[config.mk]
export PLATFORM = sky130hd
export DESIGN_NAME = unit_expression_tokenizer
export DESIGN_NICKNAME = d
export VERILOG_FILES = /design/src/uet_pkg.sv /design/src/unit_expression_tokenizer.sv
export VERILOG_INCLUDE_DIRS = /design/src /design/src/src
export SDC_FILE = /design/constraint.sdc
export NUM_CORES = 1
export LEC_CHECK = 0
export ABC_AREA = 1
export BUFFER_PORTS_ARGS = -buffer_cell sky130_fd_sc_hd__buf_2
export CAP_MARGIN = 20
export CORE_MARGIN = 2
export CORE_UTILIZATION = 48
export CTS_CLUSTER_DIAMETER = 100
export DETAILED_ROUTE_END_ITERATION = 8
export GPL_ROUTABILITY_DRIVEN = 0
export PLACE_DENSITY_LB_ADDON = 0.08
export SETUP_SLACK_MARGIN = 0.4
export SLEW_MARGIN = 0
export SYNTH_ARGS = -nofsm -noshare
export SYNTH_HDL_FRONTEND = slang
export SYNTH_SLANG_ARGS = --single-unit
[constraint.sdc]
create_clock -name i_clk -period 8.85 [get_ports i_clk]
set_input_delay 1.3275 -clock i_clk [delete_from_list [all_inputs] [get_ports i_clk]]
set_output_delay 1.3275 -clock i_clk [all_outputs]
set_load 0.03 [all_outputs]
[src/assert_macros.svh]
// Assertion macros shared by the tokenizer RTL.
// Depends on nothing; the including module supplies i_clk and i_rst_n.
`ifndef ASSERT_MACROS_SVH
`define ASSERT_MACROS_SVH

// Condition that must hold at every clock edge outside reset.
`define ASSERT_ALWAYS(label, cond, msg) \
    label: assert property (@(posedge i_clk) disable iff (!i_rst_n) (cond)) \
        else $error(msg);

// Consequent that must hold in the cycle after the antecedent.
`define ASSERT_NEXT(label, ante, cons, msg) \
    label: assert property (@(posedge i_clk) disable iff (!i_rst_n) (ante) |=> (cons)) \
        else $error(msg);

// Consequent that must hold in the same cycle as the antecedent.
`define ASSERT_IMPLY(label, ante, cons, msg) \
    label: assert property (@(posedge i_clk) disable iff (!i_rst_n) (ante) |-> (cons)) \
        else $error(msg);

`endif

[src/uet_pkg.sv]
// Types and constants for the unit expression tokenizer.
// Depends on nothing.
package uet_pkg;

    localparam logic [7:0] CHAR_TAB   = 8'h09;
    localparam logic [7:0] CHAR_CR    = 8'h0D;
    localparam logic [7:0] CHAR_SPACE = 8'h20;
    localparam logic [7:0] CHAR_PLUS  = 8'h2B;
    localparam logic [7:0] CHAR_MINUS = 8'h2D;
    localparam logic [7:0] CHAR_STAR  = 8'h2A;
    localparam logic [7:0] CHAR_SLASH = 8'h2F;
    localparam logic [7:0] CHAR_ZERO  = 8'h30;
    localparam logic [7:0] CHAR_NINE  = 8'h39;
    localparam logic [7:0] CHAR_CARET = 8'h5E;

    localparam logic [5:0] MAX_EXPONENT_RESET = 6'd20;
    localparam logic [6:0] EXP_SATURATE       = 7'd127;

    localparam int FIFO_DEPTH = 4;
    localparam int FIFO_AW    = $clog2(FIFO_DEPTH);

    typedef enum logic [1:0] {
        EXP_START    = 2'd0,
        EXP_SIGNED   = 2'd1,
        EXP_DIGITS   = 2'd2,
        EXP_TRAILING = 2'd3
    } t_exp_phase;

    typedef enum logic [1:0] {
        KIND_NAME  = 2'd0,
        KIND_TOKEN = 2'd1,
        KIND_DONE  = 2'd2
    } t_kind;

    typedef struct packed {
        t_kind       kind;
        logic [7:0]  name_byte;
        logic [6:0]  exponent;
        logic        expression_valid;
        logic        last_of_run;
    } t_result;

endpackage

[src/unit_expression_tokenizer.sv]
// Top level of the unit expression tokenizer: byte parser and result queue.
// Depends on uet_pkg and assert_macros.svh.
`include "assert_macros.svh"

// Takes one byte of a unit expression per cycle while the input side is ready
// and emits name bytes, token ends with signed exponents and a final done word
// carrying the well-formed flag. Each accepted word is parsed in the cycle it
// is taken, and its results land in a four-entry output queue, so the first
// result is visible on the next cycle. The input side is ready while the queue
// holds two words or fewer, which sustains one input word per cycle as long as
// the output side drains one word per cycle; an end word closing a valid token
// yields two results. The configuration port is always ready.
module unit_expression_tokenizer
    import uet_pkg::*;
(
    input  logic              i_clk,
    input  logic              i_rst_n,
    input  logic              i_cfg_valid,
    output logic              o_cfg_ready,
    input  logic [5:0]        i_cfg_data,
    input  logic              i_in_valid,
    output logic              o_in_ready,
    input  logic [7:0]        i_char_byte,
    input  logic              i_end_of_string,
    output logic              o_out_valid,
    input  logic              i_out_ready,
    output logic [1:0]        o_result_kind,
    output logic [7:0]        o_name_byte,
    output logic signed [6:0] o_exponent,
    output logic              o_expression_valid,
    output logic              o_last_of_run
);

    logic [5:0]  r_max_exponent;
    logic        r_in_denominator,   n_in_denominator;
    logic        r_segment_nonempty, n_segment_nonempty;
    logic        r_name_seen,        n_name_seen;
    logic        r_caret_seen,       n_caret_seen;
    t_exp_phase  r_exp_phase,        n_exp_phase;
    logic        r_exp_negative,     n_exp_negative;
    logic [6:0]  r_exp_value,        n_exp_value;
    logic        r_error_seen,       n_error_seen;

    t_result              r_fifo [FIFO_DEPTH];
    logic [FIFO_AW-1:0]   r_wr_ptr;
    logic [FIFO_AW-1:0]   r_rd_ptr;
    logic [FIFO_AW:0]     r_count;

    logic        in_acc;
    logic        out_pop;
    logic        is_sep;
    logic        is_ws;
    logic        is_digit;
    logic        is_sign;
    logic        tok_ok;
    logic        tok_bad;
    logic [5:0]  tok_mag;
    logic [10:0] dig_acc;
    logic [6:0]  dig_sat;
    t_result     res0;
    t_result     res1;
    logic [1:0]  n_push;
    t_result     head;

    assign o_cfg_ready = 1'b1;
    assign o_in_ready  = (r_count <= (FIFO_AW+1)'(FIFO_DEPTH - 2));
    assign in_acc      = i_in_valid && o_in_ready;
    assign o_out_valid = (r_count != '0);
    assign out_pop     = o_out_valid && i_out_ready;

    assign is_sep   = (i_char_byte == CHAR_STAR) || (i_char_byte == CHAR_SLASH);
    assign is_ws    = ((i_char_byte >= CHAR_TAB) && (i_char_byte <= CHAR_CR))
                   || (i_char_byte == CHAR_SPACE);
    assign is_digit = (i_char_byte >= CHAR_ZERO) && (i_char_byte <= CHAR_NINE);
    assign is_sign  = (i_char_byte == CHAR_PLUS) || (i_char_byte == CHAR_MINUS);

    assign dig_acc = 11'(r_exp_value) * 11'd10 + 11'(i_char_byte - CHAR_ZERO);
    assign dig_sat = (dig_acc > 11'(EXP_SATURATE)) ? EXP_SATURATE : dig_acc[6:0];

    // Closing check of the current segment.
    always_comb begin
        tok_ok  = 1'b0;
        tok_bad = 1'b0;
        tok_mag = 6'd1;
        if (!r_error_seen && r_segment_nonempty) begin
            if (!r_caret_seen) begin
                tok_ok = r_name_seen;
            end else begin
                tok_ok = r_name_seen
                      && ((r_exp_phase == EXP_DIGITS) || (r_exp_phase == EXP_TRAILING))
                      && !r_exp_negative
                      && (r_exp_value != 7'd0)
                      && (r_exp_value <= 7'(r_max_exponent));
                tok_mag = r_exp_value[5:0];
            end
            tok_bad = !tok_ok;
        end
    end

    // Next state of the parser.
    always_comb begin
        n_in_denominator   = r_in_denominator;
        n_segment_nonempty = r_segment_nonempty;
        n_name_seen        = r_name_seen;
        n_caret_seen       = r_caret_seen;
        n_exp_phase        = r_exp_phase;
        n_exp_negative     = r_exp_negative;
        n_exp_value        = r_exp_value;
        n_error_seen       = r_error_seen;
        if (in_acc) begin
            priority if (i_end_of_string) begin
                n_in_denominator   = 1'b0;
                n_segment_nonempty = 1'b0;
                n_name_seen        = 1'b0;
                n_caret_seen       = 1'b0;
                n_exp_phase        = EXP_START;
                n_exp_negative     = 1'b0;
                n_exp_value        = 7'd0;
                n_error_seen       = 1'b0;
            end else if (is_sep) begin
                n_segment_nonempty = 1'b0;
                n_name_seen        = 1'b0;
                n_caret_seen       = 1'b0;
                n_exp_phase        = EXP_START;
                n_exp_negative     = 1'b0;
                n_exp_value        = 7'd0;
                n_error_seen       = r_error_seen || tok_bad;
                if (i_char_byte == CHAR_SLASH) begin
                    n_in_denominator = 1'b1;
                end
            end else if (is_ws) begin
                n_segment_nonempty = r_segment_nonempty;
            end else if (r_caret_seen) begin
                n_segment_nonempty = 1'b1;
                unique case (r_exp_phase)
                    EXP_START: begin
                        if (is_sign) begin
                            n_exp_negative = (i_char_byte == CHAR_MINUS);
                            n_exp_phase    = EXP_SIGNED;
                        end else if (is_digit) begin
                            n_exp_value = dig_sat;
                            n_exp_phase = EXP_DIGITS;
                        end else begin
                            n_error_seen = 1'b1;
                            n_exp_phase  = EXP_TRAILING;
                        end
                    end
                    EXP_SIGNED: begin
                        if (is_digit) begin
                            n_exp_value = dig_sat;
                            n_exp_phase = EXP_DIGITS;
                        end else begin
                            n_error_seen = 1'b1;
                            n_exp_phase  = EXP_TRAILING;
                        end
                    end
                    EXP_DIGITS: begin
                        if (is_digit) begin
                            n_exp_value = dig_sat;
                        end else begin
                            n_exp_phase = EXP_TRAILING;
                        end
                    end
                    default: begin
                        n_exp_phase = EXP_TRAILING;
                    end
                endcase
            end else if (i_char_byte == CHAR_CARET) begin
                n_segment_nonempty = 1'b1;
                n_caret_seen       = 1'b1;
            end else begin
                n_segment_nonempty = 1'b1;
                n_name_seen        = 1'b1;
            end
        end
    end

    // Results produced by the accepted word.
    always_comb begin
        res0   = '{kind: KIND_NAME, name_byte: 8'd0, exponent: 7'd0,
                   expression_valid: 1'b0, last_of_run: 1'b1};
        res1   = res0;
        n_push = 2'd0;
        if (in_acc) begin
            res0.exponent = r_in_denominator ? 7'(7'd0 - 7'(tok_mag)) : 7'(tok_mag);
            priority if (i_end_of_string) begin
                res1.kind             = KIND_DONE;
                res1.expression_valid = !(r_error_seen || tok_bad);
                if (tok_ok) begin
                    res0.kind        = KIND_TOKEN;
                    res0.last_of_run = 1'b0;
                    n_push           = 2'd2;
                end else begin
                    res0   = res1;
                    n_push = 2'd1;
                end
            end else if (is_sep) begin
                res0.kind = KIND_TOKEN;
                n_push    = tok_ok ? 2'd1 : 2'd0;
            end else if (!is_ws && !r_caret_seen && (i_char_byte != CHAR_CARET)) begin
                res0.exponent  = 7'd0;
                res0.name_byte = i_char_byte;
                n_push         = r_error_seen ? 2'd0 : 2'd1;
            end else begin
                n_push = 2'd0;
            end
        end
    end

    always_ff @(posedge i_clk) begin
        if (!i_rst_n) begin
            r_max_exponent     <= MAX_EXPONENT_RESET;
            r_in_denominator   <= 1'b0;
            r_segment_nonempty <= 1'b0;
            r_name_seen        <= 1'b0;
            r_caret_seen       <= 1'b0;
            r_exp_phase        <= EXP_START;
            r_exp_negative     <= 1'b0;
            r_exp_value        <= 7'd0;
            r_error_seen       <= 1'b0;
            r_wr_ptr           <= '0;
            r_rd_ptr           <= '0;
            r_count            <= '0;
        end else begin
            if (i_cfg_valid && o_cfg_ready) begin
                r_max_exponent <= i_cfg_data;
            end
            r_in_denominator   <= n_in_denominator;
            r_segment_nonempty <= n_segment_nonempty;
            r_name_seen        <= n_name_seen;
            r_caret_seen       <= n_caret_seen;
            r_exp_phase        <= n_exp_phase;
            r_exp_negative     <= n_exp_negative;
            r_exp_value        <= n_exp_value;
            r_error_seen       <= n_error_seen;
            r_wr_ptr           <= r_wr_ptr + FIFO_AW'(n_push);
            if (out_pop) begin
                r_rd_ptr <= r_rd_ptr + FIFO_AW'(1);
            end
            r_count <= r_count + (FIFO_AW+1)'(n_push) - (FIFO_AW+1)'(out_pop);
        end
    end

    always_ff @(posedge i_clk) begin
        if (n_push != 2'd0) begin
            r_fifo[r_wr_ptr] <= res0;
        end
        if (n_push == 2'd2) begin
            r_fifo[r_wr_ptr + FIFO_AW'(1)] <= res1;
        end
    end

    assign head               = r_fifo[r_rd_ptr];
    assign o_result_kind      = head.kind;
    assign o_name_byte        = head.name_byte;
    assign o_exponent         = signed'(head.exponent);
    assign o_expression_valid = head.expression_valid;
    assign o_last_of_run      = head.last_of_run;

    `ASSERT_ALWAYS(a_fifo_bound, r_count <= (FIFO_AW+1)'(FIFO_DEPTH), "queue overflow")
    `ASSERT_NEXT(a_end_clears, in_acc && i_end_of_string,
        !r_error_seen && !r_in_denominator && !r_caret_seen && !r_segment_nonempty,
        "end word did not clear parser state")
    `ASSERT_NEXT(a_error_sticky, r_error_seen && !(in_acc && i_end_of_string),
        r_error_seen, "error flag dropped before end word")
    `ASSERT_IMPLY(a_token_nonzero, o_out_valid && (o_result_kind == KIND_TOKEN),
        o_exponent != 7'sd0, "token end with zero exponent")

endmodule

==> flow_summary.toml <==
[cells_and_area]
final_nets = 1024
final_util_pct = 52.4
antenna_cells = 0
area.growth.synth_to_final_pct = 6.11
drive_above_1_share_pct = 15.9
finish.instance_area_um2 = 7300

[drt]
vias = 6112
ant_nets = 0
drc = 0
drt-initial-drc-count = 392
vias_per_cell = 5.33
wl_per_cell_um = 14.6
wl_um = 16800
drt-pass1-iter-count = 5

[run_status]
status = "finished clean"

[grt]
groute.usage.overall_pct = 23.3
grt_max_degree = 86
antenna_found_initial = 0
grt_overflow = 0
grt_pass1_wl_um = 27800
grt_pass1_vias = 5515

[logic_synthesis]
synth_cell_types = 47
yosysWarnings = 0
synth_area_um2 = 6880
ys_seq_area_share_pct = 32.0
postSynthAreaPerCell_um2 = 7.20
synth-seq-cells = 106
syn_inst = 956
synth_nets = 1018

[clocking]
ctsResizeCount = 0
cts.sinks = 106
clk_latency_ns = 0.36
holdBufCountCts = 0
htree_levels = 3
post_cts_buffers = 0
cts-root-buf = "clkbuf_16"
clock_path_buffers = 2
clk_pin_slew_worst_paths_ns = 0.07
cts_buffers = 9
cts_tree = "done"

[worst_setup_path]
cp.required_ns = 9.10
r2r_start = "r_exp_value[1]"
cp.arrival_ns = 4.15
regToRegSetupSlack_ns = 5.21
cp-end-kind = "flop"
path_class = "in2reg"
cp_max_fo = 85
timing.rr.end = "r_exp_value[6]"
startpoint_type = "input pin"
worstRegToRegCells = 15

[worst_hold_path]
min_to = "r_fifo[2][0]"
hold_depth = 2
hp-class = "reg2reg"
min_from = "r_fifo[2][0]"

[timing]
max_freq_ghz = 0.257
fin_setup_tns_ns = 0
hold_violations = 0
setup_viol = 0
finalWorstPathRequiredPeriod_ns = 3.89
fin_skew_ns = 0.0120
worstMarginPinSlew_ns = 1.07
finalMaxSlewViolations = 0
fin_crit_sh_pct = 44.0
max_slew_margin_pct = 28.6
rsz0062_at_grt = "false"
setup_ws_ns = 4.96

[place]
preCtsSetupSlack_ns = 4.58
hpwl_um = 11100
io_buffers = 40
place_area_um2 = 7000

[die]
die_area_um2 = 15300
row_count = 43
die_y_um = 124
core-area_um2 = 13900
die_x_um = 124
start_util_pct = 49.4
io-pin-count = 42

[power]
seqPwrFrac_pct = 37.6
p_per_area_nw_per_um2 = 280
p_int_mw = 1.16
combPwrFrac_pct = 43.4
vdd_drop_max_uv = 137
p_sw_uw = 888
swShare_pct = 43.4
power.leakage_nw = 3.53
p_clk_share_pct = 19.0

[flow_run]
drv_cap = 0
-- synth_stat cells (all sizes together) --
master	instances	area (µm²)
and2	1	6.26
dfxtp	98	1960
clkinv	2	7.51
nand4	11	68.8
o21bai	2	15.0
edfxtp	8	240
o22ai	19	119
o21ai	64	335
a21oi	91	632
inv	78	293
a31oi	2	12.5
o211a	1	10.0
nand2	184	726
nor2	156	621
xor2	9	78.8
clkbuf	22	86.3
conb	1	3.75
nor3	8	61.3
nand3	108	613
ha	39	488
o211ai	3	22.5
nand3b	1	7.51
a21o	1	7.51
a21boi	1	7.51
o21a	1	7.51
a211oi	5	37.5
fa	3	60.1
buf	28	278
xnor2	8	70.1
or2	1	6.26
-- placed cells by master, fill, tap and decap left out, types with 8 or more instances in the layout --
master       n
nand2_1    174
nor2_1     143
dfxtp_1     98
nand3_1     95
inv_1       73
o21ai_0     59
a21oi_2     47
a21oi_1     44
buf_2       40
ha_1        39
o22ai_1     19
nand3_2     12
nand4_1     11
xor2_1       9
clkbuf_16    9
nand2_2      8
xnor2_1      8
nor2_2       8
edfxtp_1     8
-- layout make-up --
cell class / instances / area (µm²)
clock buffers: 10 / 239
clock inverters: 6 / 40.0
repair buffers: 45 / 258
flip-flops and latches: 106 / 2200
multi-input cells: 720 / 4040
inverters: 80 / 300
fillers: 1432 / 6630
well taps: 180 / 225
-- through the flow --
step           total power, mW  hold slack, ns  cells
6_report                  2.05           0.459   1147
5_1_grt                   2.20           0.484   1147
3_3_place_gp              1.66           0.436   1130
3_5_place_dp              1.66           0.441   1130
2_1_floorplan             1.50           0.424    956
4_1_cts                   2.05           0.459   1146
-- sequential cells by signal, summed over array words and instances (netlist names), named ones only --
name / flops
r_fifo: 76
r_exp_value: 7
r_max_exponent: 6
r_count: 3
r_exp_phase: 2
r_rd_ptr: 2
r_wr_ptr: 2
r_caret_seen: 1
r_error_seen: 1
r_exp_negative: 1
r_in_denominator: 1
r_name_seen: 1
r_segment_nonempty: 1
-- worst max-delay path by stage --
stage,start,end,cells after the start
after floorplan,i_char_byte[4],r_count[2],19
after global placement,i_char_byte[4],r_fifo[3][14],15
after detailed placement,i_char_byte[4],r_fifo[3][10],15
after CTS,i_char_byte[4],r_fifo[3][10],15
after global routing,i_char_byte[4],r_fifo[3][9],16
final,i_char_byte[4],r_fifo[3][11],15
-- metal layers --
metal | part of all wire, % | vias up | track usage (%)
li1 | - | 3187 | -
met1 | 50 | 2797 | 32.2
met2 | 45 | 113 | 37.8
met3 | 4.0 | 15 | 3.34
met4 | 1.3 | 0 | 6.61
met5 | 0 | - | 0
-- power by group through the flow --
| stage | combinational [mW] | sequential (mW) | clock (mW) |
|---|---|---|---|
| floorplan | 0.748 | 0.752 | 0 |
| detailed placement | 0.883 | 0.779 | 0 |
| global placement | 0.879 | 0.777 | 0 |
| CTS | 0.886 | 0.769 | 0.398 |
| global route | 0.999 | 0.789 | 0.413 |
| finish | 0.889 | 0.769 | 0.388 |
-- worst max-delay path, cell delays in order --
cell,delay (ns)
buf_2,0.13
inv_1,0.12
ha_1,0.16
inv_1,0.06
nor2_4,0.17
nand2_2,0.13
a21oi_2,0.17
nand3_2,0.09
nand2_2,0.07
nand2_2,0.07
nand2_4,0.43
buf_4,0.90
nand3_1,0.14
nand2_1,0.11
nor2_1,0.06
-- logic make-up after synthesis --
logic type,count (synthesis),share of synthesized area [%]
DFF,106,32.0
buffers and inverters,130,9.65
AOI/OAI and AO/OA,190,17.5
adders and majority gates,42,7.96
and+or+nand+nor,470,30.6
xor gates and xnor gates,17,2.16
other,1,0.0545
No activity file was read; power rests on OpenSTA's default activity.
